**src/design/wu_line_pkg.sv**
```systemverilog
package wu_line_pkg;

  localparam int unsigned Width  = 512;
  localparam int unsigned Height = 512;
  localparam int unsigned CoordW = 9;
  localparam int unsigned AddrW  = 18;
  localparam int unsigned ColW   = 24;
  localparam int unsigned CntW   = 10;
  localparam int unsigned AccW   = 16;

  typedef enum logic [1:0] {
    FuncDraw = 2'd0,
    FuncRead = 2'd1,
    FuncFill = 2'd2,
    FuncNop  = 2'd3
  } func_e;

  // gray level used to order line against background
  function automatic logic [8:0] gray_of(input logic [ColW-1:0] c);
    gray_of = {3'd0, c[7:2]} + {2'd0, c[15:9]} + {4'd0, c[23:19]};
  endfunction

  // one colour channel blended toward the line
  function automatic logic [7:0] blend_ch(input logic [7:0] b, input logic [7:0] l,
                                          input logic [7:0] k);
    logic [7:0]  diff;
    logic [7:0]  base;
    logic [15:0] prod;
    if (b > l) begin
      diff = b - l;
      base = l;
    end else begin
      diff = l - b;
      base = b;
    end
    prod = k * diff;
    blend_ch = prod[15:8] + base;
  endfunction

endpackage

```
**src/design/wu_line_div.sv**
```systemverilog
// radix-2 restoring divider for the accumulator step: (minor << 16) / major
module wu_line_div
  import wu_line_pkg::*;
(
  input  logic              clk_i,
  input  logic              rst_ni,
  input  logic              start_i,
  input  logic [CoordW-1:0] minor_i,
  input  logic [CoordW-1:0] major_i,
  output logic              done_o,
  output logic [AccW:0]     quot_o
);

  localparam int unsigned NumW = CoordW + AccW;

  logic [NumW-1:0]   num_q, num_d;
  logic [CoordW:0]   rem_q, rem_d;
  logic [CoordW-1:0] den_q, den_d;
  logic [4:0]        cnt_q, cnt_d;
  logic              busy_q, busy_d;
  logic [CoordW+1:0] trial;

  // one quotient bit per cycle, quotient shifts into num
  always_comb begin
    num_d  = num_q;
    rem_d  = rem_q;
    den_d  = den_q;
    cnt_d  = cnt_q;
    busy_d = busy_q;
    done_o = 1'b0;
    trial  = {rem_q, num_q[NumW-1]} - {2'b0, den_q};
    if (start_i) begin
      num_d  = {minor_i, {AccW{1'b0}}};
      rem_d  = '0;
      den_d  = major_i;
      cnt_d  = 5'(NumW);
      busy_d = 1'b1;
    end else if (busy_q) begin
      if (!trial[CoordW+1]) begin
        rem_d = trial[CoordW:0];
        num_d = {num_q[NumW-2:0], 1'b1};
      end else begin
        rem_d = {rem_q[CoordW-1:0], num_q[NumW-1]};
        num_d = {num_q[NumW-2:0], 1'b0};
      end
      cnt_d = cnt_q - 5'd1;
      if (cnt_q == 5'd1) begin
        busy_d = 1'b0;
        done_o = 1'b1;
      end
    end
  end

  assign quot_o = num_d[AccW:0];

  always_ff @(posedge clk_i or negedge rst_ni) begin
    if (!rst_ni) begin
      busy_q <= 1'b0;
      cnt_q  <= '0;
    end else begin
      busy_q <= busy_d;
      cnt_q  <= cnt_d;
    end
  end

  always_ff @(posedge clk_i) begin
    num_q <= num_d;
    rem_q <= rem_d;
    den_q <= den_d;
  end

endmodule

```
**config.mk**
```make
export PLATFORM = sky130hd
export DESIGN_NAME = wu_line_div
export DESIGN_NICKNAME = d
export VERILOG_FILES = /design/src/design/wu_line_pkg.sv /design/src/design/wu_line_div.sv
export SDC_FILE = /design/constraint.sdc
export NUM_CORES = 1
export LEC_CHECK = 0
export ABC_AREA = 1
export BUFFER_PORTS_ARGS = -buffer_cell sky130_fd_sc_hd__buf_4
export CORE_MARGIN = 4
export CORE_UTILIZATION = 45
export DETAILED_ROUTE_END_ITERATION = 8
export GPL_ROUTABILITY_DRIVEN = 0
export PLACE_DENSITY = 0.65
export SYNTH_ARGS = -nofsm -noshare
export SYNTH_HDL_FRONTEND = slang
export SYNTH_SLANG_ARGS = --single-unit
export TNS_END_PERCENT = 20
```
**constraint.sdc**
```tcl
create_clock -name clk_i -period 7.2 [get_ports clk_i]
set_clock_uncertainty 0.1 [all_clocks]
set_input_delay 2.16 -clock clk_i [delete_from_list [all_inputs] [get_ports clk_i]]
set_output_delay 2.16 -clock clk_i [all_outputs]
set_load 0.005 [all_outputs]
```
* After elaboration in Yosys (flattened, before gate mapping)
Cells that the tools add are included.
Word-level totals: register bits 50, bits of input ports 21, word-level logic and storage cells 22
Operators by class: add/sub/neg operators 2, equal/unequal tests 1, multiplexer cells 12, reductions and logical operators 1
Operators by type and width (number):
- 25-bit 2-to-1 mux | 2
- 11-bit by 9-bit subtractor with 11-bit output | 1
- 10-bit 2-to-1 mux | 1
- 5-bit 2-to-1 mux | 2
- 1-bit 2-to-1 mux | 7
- 5-bit by 1-bit equality test with 1-bit output, second input constant | 1
- 5-bit by 1-bit subtractor with 5-bit output, second input constant | 1
- 2-bit nonzero test | 1

* Longest topological paths before layout
Gate-level depths: netlist of the first run.
depth after elaboration 4, gate-level depth with buffers 15, mapped depth without buffers 14

* Worst setup path after synthesis of the first run
No wires, ideal clock.
path kind input-to-output, from input port start_i, to output port quot_o[10], data arrival time 3201 ps, required time 4940 ps, path slack 1739 ps, stages on the path 5, path buffers 2, cell sequence nor2_1 > clkinv_1 > clkbuf_1 > o22ai_1 > buf_4
On the way: cells in the longest elaborated chain, start to end 1
RTL lines:
- start: declaration | RTL line wu_line_div.sv:7 | input logic start_i,
- 25-bit 2-to-1 mux | RTL line wu_line_div.sv:32 | if (start_i) begin
- end: declaration | RTL line wu_line_div.sv:11 | output logic [AccW:0] quot_o
Every way passes these cells.

* Worst setup path in the final report of the first run
from input port start_i, to output port quot_o[16]
Same word-level chain as after synthesis.

==> impl_metrics.tcl, run 1 <==
set metrics [dict create \
    drive_gt1_frac 0.165 \
    root_buffer "clkbuf_8" \
    timing.rr.start "num_q[24]" \
    placed_cells 409 \
    avgSynthCellArea_um2 8.09 \
    post_cts_buffers 0 \
    cts.reportedPaths.clkPinSlew_ps 90 \
    pwr_density_cell_mw_per_mm2 272 \
    synthTopCellsByArea "dfxtp_1 21%, edfxtp_1 20%, nand2_1 14%" \
    fillers 556 \
    dr.first_iter.drc_count 81 \
    ir_drop_mv 0.132 \
    synthTopCellsByCount "95 x nand2_1, 51 x inv_1, 27 x dfxtp_1" \
    place_ws_ps 994 \
    synth_warnings 0 \
    worst_pin_slew_ps 735 \
    hold_ws_ps 372 \
    nets 377 \
    syn_to_final_growth_pct 11.7 \
    slew_violations 0 \
    syn_nets 353 \
    busiest_layer "met2" \
    start_util 0.467 \
    dp_hpwl_mm 3.46 \
    fin_cells 417 \
    clock-sinks 50 \
    arrival_ps 3940 \
    multi_input_area_mm2 0.00102 \
    path_class "in2out" \
    hold_path.class "reg2reg" \
    overflow 0 \
    drc 0 \
    cp_common_cell "buf_4" \
    hp-start "rem_q[8]" \
    port-buffer-count 38 \
    cp.required_ps 4940 \
    drv_cap 0 \
    crit_chain "buf_4 > nor2_1 > buf_4 > clkinv_1 > o221ai_1 > buf_4" \
    wire_per_inst_um 11.2 \
    synth_top_area_share 0.209 \
    final_area_mm2 0.00289 \
    synth_edf_count 17 \
    placedInstanceArea_mm2 0.00281 \
    final_hold_viol_count 0 \
    ant_nets 0 \
    synth_ff_type "dfxtp_1" \
    grt_pass1_wl_mm 8.40 \
    pin_count 39 \
    synthArstFlopShare 0.120 \
    cp_slowest_cell "clkinv_1" \
    cp_max_fo 26 \
    cts_tree "yes" \
    slew_headroom 0.507 \
    grt_max_degree 27 \
    clkLatencyLatePin_ps 290 \
    outcome "finished clean" \
    fmax_ghz 0.161 \
    gr-usage-met3 0.0424 \
    yosysMostFrequentCell "nand2_1" \
    numCtsBuffers 5 \
    p_leak_nw 1.44 \
    drt-total-wl_mm 4.66 \
    synth_seq_cells 50 \
    synth.cell_area_mm2 0.00259 \
    finalSetupViolCount 0 \
    cts_resized 0 \
    diodes 0 \
    startpoint_type "input pin" \
    gr-usage-met2 0.232 \
    via_count 1986 \
    utilization 0.522 \
    timing.final.crit_share 0.861 \
    grt_usage 0.142 \
    cp-end-kind "primary output" \
    critPathTopFamily "buffers and inverters" \
    seq_area_frac_synth 0.464 \
    ctsHoldBuffers 0 \
    antenna_found_initial 0 \
    die_w_um 83.9 \
    synth_cell_types 29 \
    postLayoutSetupSlackWorst_ps 1000 \
    yosysTopAreaCell "dfxtp_1" \
    synthCells 320 \
    seq_area_mm2 0.00120 \
    setup-tns-final_ps 0 \
    cp_slowest_stage_delay_ps 600 \
    fp-row-count 27 \
    min_period_ps 6200 \
    fp.dieH_um 83.9 \
    fin_total_pwr_mw 0.787 \
    crit_start "start_i" \
    cts_max_level 2 \
    fp.coreArea_mm2 0.00554 \
    clk_path_buf_depth 2 \
    use_met1 0.184 \
    die_area_mm2 0.00703 \
    cp.buffers_inverters 4 \
    grt_pass1_vias 1974 \
    avgViaCountPerCell 4.76 \
    rsz0062_at_grt "no" \
    dr.pass1.iters 4 \
]
## flip-flops by register name, summed over array words and instances (netlist names)
signal and count:
cnt_q 5, den_q 9, busy_q 1, num_q 25, rem_q 10
## final cells by class
class | count | area share
inverter | 54 | 0.0701
tap | 72 | 0.0311
timing repair buffer | 40 | 0.104
sequential | 50 | 0.415
multi-input combinational | 193 | 0.352
clock buffer | 5 | 0.0238
clock inverter | 3 | 0.00389
## cells by family after synthesis
logic type / synth area share
buf+inv: 0.143
xor+xnor: 0.0169
flops: 0.464
simple gates: 0.222
fa+ha+maj: 0.0609
compound gates: 0.0932
## report_power, final
part | leakage [nW] | switching [mW] | internal [mW]
sequential | 0.461 | 0.0233 | 0.328
clock | 0.0407 | 0.0829 | 0.0650
combinational | 0.939 | 0.177 | 0.111
total | 1.44 | 0.283 | 0.504
## cell usage in the layout (no fill, tap or decap)
cell type,instances
buf_4,40
o21ai_0,5
clkinv_1,4
ha_1,11
nor2_1,17
clkbuf_8,5
o22ai_1,17
xor2_1,4
nand3_1,12
dfrtp_1,6
o221ai_1,1
or2_2,1
nand4_1,4
edfxtp_1,17
o21ai_1,1
inv_1,51
inv_2,2
fa_1,1
nor2_2,2
nand2_2,5
xnor2_1,1
a21oi_1,7
nand3_2,2
a22o_1,7
dfxtp_1,27
nand2_1,95
## worst min-delay path, stage by stage, from the launching register on
cell	delay (ps)
dfxtp_1	330
nand2_1	60
nand2_1	50
## worst paths after layout
path                               to  slack, ps  depth (start not counted)
setup / recovery           quot_o[16]       1000                          6
hold / removal               rem_q[8]        370                          2
setup reg to reg             rem_q[4]       5080                         12
hold reg to reg              rem_q[8]        370                          2
max in group asynchronous      busy_q       5320                          1
min in group asynchronous    cnt_q[3]       1560                          1
## layer usage
metal	wire length, um	share of wire	vias up
met1	2230	0.48	902
met5	0	0	-
met2	2150	0.46	27
met3	248	0.053	5
met4	40	0.0086	0
li1	-	-	1052
No activity file was read; power rests on OpenSTA's default activity.
==> run 2, diff against run 1 <==
--- a/config.mk
+++ b/config.mk
@@ -10,7 +10,6 @@
 export CORE_MARGIN = 4
 export CORE_UTILIZATION = 45
 export DETAILED_ROUTE_END_ITERATION = 8
-export GPL_ROUTABILITY_DRIVEN = 0
 export PLACE_DENSITY = 0.65
 export SYNTH_ARGS = -nofsm -noshare
 export SYNTH_HDL_FRONTEND = slang
==> constraint.sdc (replaced) <==
create_clock -name clk_i -period 7.2 [get_ports clk_i]
set_clock_uncertainty 0.1 [all_clocks]
set_input_delay 2.16 -clock clk_i [delete_from_list [all_inputs] [get_ports clk_i]]
set_output_delay 2.16 -clock clk_i [all_outputs]
set_load 0.05 [all_outputs]
==> impl_metrics.tcl, run 2 (synthesized netlist as in run 1, its figures left out) <==
set metrics [dict create \
    outcome "finished clean" \
    die_area_mm2 0.00703 \
    antenna_found_initial 0 \
    diodes 0 \
    clock-sinks 50 \
    seqPwrFrac 0.431 \
    mostFrequentLayoutCells "95 x nand2_1, 51 x inv_1, 40 x buf_4" \
    root_buffer "clkbuf_8" \
    post_cts_buffers 0 \
    wire_per_inst_um 10.8 \
    syn_to_final_growth_pct 12.1 \
    dr.pass1.iters 4 \
    fin_cells 417 \
    multi_input_area_mm2 0.00102 \
    cp_max_fo 26 \
    fp-row-count 27 \
    gp_congestion 0.834 \
    slew_violations 0 \
    p_leak_nw 1.45 \
    fillers 539 \
    fp.coreArea_mm2 0.00554 \
    clkLatencyLatePin_ps 290 \
    utilization 0.524 \
    pin_count 39 \
    ctsHoldBuffers 0 \
    p_int_mw 0.516 \
    cts_max_level 2 \
    hold_end "rem_q[4]" \
    ant_nets 0 \
    nets 377 \
    top_register "num_q" \
    slew_headroom 0.504 \
    rsz0062_at_grt "no" \
    final_hold_viol_count 0 \
    reg2regPathDepth 12 \
    hold_path.class "reg2reg" \
    swShare 0.366 \
    placedInstanceArea_mm2 0.00281 \
    startpoint_type "input pin" \
    power_frac_comb 0.371 \
    hp-start "rem_q[4]" \
    drc 0 \
    port-buffer-count 38 \
    final_common_cell "nand2_1" \
    largestRegisters "num_q (25), rem_q (10), den_q (9)" \
    finalSetupViolCount 0 \
    drt-total-wl_mm 4.51 \
    min_period_ps 6280 \
    placed_cells 409 \
    cts_tree "yes" \
    cts_resized 0 \
    arrival_ps 4020 \
    pwr_density_cell_mw_per_mm2 280 \
    cts.reportedPaths.clkPinSlew_ps 80 \
    p_clk_frac 0.198 \
    hold_ws_ps 380 \
    r2r_end "rem_q[4]" \
    numCtsBuffers 5 \
    clk_path_buf_depth 2 \
    ir_drop_mv 0.172 \
    fin_total_pwr_mw 0.814 \
    overflow 0 \
    timing.rr.start "num_q[24]" \
    grt_pass1_wl_mm 8.05 \
    largest_reg_flops 25 \
    whs_path_depth 2 \
    grt_pass1_vias 1932 \
    path_class "in2out" \
    drive_gt1_frac 0.171 \
    postLayoutSetupSlackWorst_ps 924 \
    fp.dieH_um 83.9 \
    worst_pin_slew_ps 739 \
    seq_area_mm2 0.00120 \
    timing.final.crit_share 0.872 \
    cp.required_ps 4940 \
    avgViaCountPerCell 4.79 \
    grt_max_degree 27 \
    setup-tns-final_ps 0 \
    grt_usage 0.137 \
    via_count 1996 \
    die_w_um 83.9 \
    cp-end-kind "primary output" \
    dr.first_iter.drc_count 51 \
    place_ws_ps 906 \
    final_area_mm2 0.00290 \
    drv_cap 0 \
    start_util 0.467 \
    switching_power_mw 0.298 \
    dp_hpwl_mm 3.44 \
    fmax_ghz 0.159 \
    rrSetupSlack_ps 5090 \
]
-- run 2: per-layer routing --
layer | up-vias | part of all wire | global-route usage
met5 | - | 0 | 0
met4 | 0 | 0.010 | 0.0351
met3 | 5 | 0.065 | 0.0484
met2 | 41 | 0.47 | 0.220
met1 | 899 | 0.46 | 0.175
li1 | 1051 | - | -
-- run 2: critical path, cell delays in order --
cell      delay, ps
buf_4           200
nor2_1          110
buf_4           190
clkinv_1        610
o221ai_1        480
buf_4           260
-- run 2: cell type report --
cell class	count	share of cell area
multi-input cells	193	0.351
flip-flops and latches	50	0.414
inverters	54	0.0698
clock inverters	1	0.00172
clock buffers	7	0.0297
well taps	72	0.0310
repair buffers	40	0.103
-- run 2: power by group through the flow --
stage          Clock (mW)  Sequential, mW  Combinational, mW
6_report            0.161           0.351              0.302
3_3_place_gp            0           0.357              0.303
5_1_grt             0.178           0.355              0.351
4_1_cts             0.168           0.351              0.306
2_1_floorplan           0           0.351              0.255
3_5_place_dp            0           0.357              0.304
-- run 2: worst max-delay path by stage --
stage	from	end	slack (ps)
after CTS	start_i	quot_o[16]	880
after detailed placement	start_i	quot_o[16]	910
after floorplan	start_i	quot_o[10]	1650
after global routing	start_i	quot_o[3]	750
after global placement	start_i	quot_o[0]	920
final	start_i	quot_o[16]	920
==> run 3, diff against run 2 <==
==> constraint.sdc (replaced) <==
create_clock -name clk_i -period 7.2 [get_ports clk_i]
set_clock_uncertainty 0.1 [all_clocks]
set_input_delay 1.08 -clock clk_i [delete_from_list [all_inputs] [get_ports clk_i]]
set_output_delay 1.08 -clock clk_i [all_outputs]
set_load 0.05 [all_outputs]
==> impl_metrics.tcl, run 3 (synthesized netlist as in run 1, its figures left out) <==
set metrics [dict create \
    grt_pass1_vias 1974 \
    ant_nets 0 \
    outcome "finished clean" \
    drive_gt1_frac 0.169 \
    grt_pass1_wl_mm 8.42 \
    syn_to_final_growth_pct 11.7 \
    grt_max_degree 27 \
    dr.pass1.iters 4 \
    p_leak_nw 1.44 \
    overflow 0 \
    top_register "num_q" \
    cts_max_level 2 \
    hold_path.class "reg2reg" \
    start_util 0.467 \
    nets 375 \
    cp.required_ps 6020 \
    place_ws_ps 2500 \
    clkLatencyLatePin_ps 300 \
    cts_tree "yes" \
    fin_total_pwr_mw 0.821 \
    final_common_cell "nand2_1" \
    fmax_ghz 0.215 \
    antenna_found_initial 0 \
    numCtsBuffers 5 \
    via_count 1968 \
    postLayoutSetupSlackWorst_ps 2550 \
    placedInstanceArea_mm2 0.00280 \
    cp-end-kind "primary output" \
    avgViaCountPerCell 4.74 \
    die_w_um 83.9 \
    slew_violations 0 \
    cp_max_fo 26 \
    largest_reg_flops 25 \
    fp.coreArea_mm2 0.00554 \
    cts.reportedPaths.clkPinSlew_ps 80 \
    pwr_density_cell_mw_per_mm2 284 \
    slew_headroom 0.479 \
    fin_cells 415 \
    setup-tns-final_ps 0 \
    hold_ws_ps 378 \
    rsz0062_at_grt "no" \
    dp_hpwl_mm 3.57 \
    root_buffer "clkbuf_8" \
    cts_resized 0 \
    timing.final.crit_share 0.646 \
    startpoint_type "input pin" \
    fp-row-count 27 \
    ir_drop_mv 0.157 \
    grt_usage 0.144 \
    dr.first_iter.drc_count 88 \
    die_area_mm2 0.00703 \
    gp_congestion 0.822 \
    placed_cells 407 \
    post_cts_buffers 0 \
    wire_per_inst_um 11.4 \
    clk_path_buf_depth 2 \
    largestRegisters "num_q (25), rem_q (10), den_q (9)" \
    worst_pin_slew_ps 776 \
    finalSetupViolCount 0 \
    min_period_ps 4650 \
    drt-total-wl_mm 4.74 \
    path_class "in2out" \
    pin_count 39 \
    utilization 0.522 \
    port-buffer-count 38 \
    final_hold_viol_count 0 \
    clock-sinks 50 \
    arrival_ps 3470 \
    final_area_mm2 0.00289 \
    fp.dieH_um 83.9 \
    drc 0 \
    diodes 0 \
    mostFrequentLayoutCells "95 x nand2_1, 51 x inv_1, 38 x buf_4" \
    drv_cap 0 \
    ctsHoldBuffers 0 \
]
## run 3: path summary, 6_finish.rpt
kind / from / to / slack, ps / cells after the start
setup / recovery: start_i / quot_o[16] / 2550 / 5
hold / removal: rem_q[4] / rem_q[4] / 380 / 2
setup reg to reg: busy_q / num_q[16] / 4650 / 3
hold reg to reg: rem_q[4] / rem_q[4] / 380 / 2
max in group asynchronous: rst_ni / cnt_q[0] / 6410 / 1
min in group asynchronous: rst_ni / busy_q / 480 / 1
## run 3: worst max-delay path, cell delays in order
cell and delay (ps):
buf_4 200, nor2_1 580, clkinv_1 850, o221ai_1 490, buf_4 260
## run 3: final cells by class
cell class / instances / area, um2
Clock inverter: 2 / 12.5
Timing Repair Buffer: 38 / 285
Sequential cell: 50 / 1200
Tap cell: 72 / 90.1
Clock buffer: 6 / 82.6
Inverter: 54 / 203
Multi-Input combinational cell: 193 / 1020
Fill cell: 576 / 2650
## run 3: metal layers
metal	track usage	up-vias	wire length [um]
met1	0.175	879	2200
met3	0.0385	5	246
met2	0.244	31	2230
li1	-	1053	-
met4	0.0570	0	63
met5	0	-	0
## run 3: power by group
group	switching, mW	internal, mW
Clock	0.0881	0.0773
Sequential	0.0241	0.328
Combinational	0.193	0.111
Total	0.305	0.516
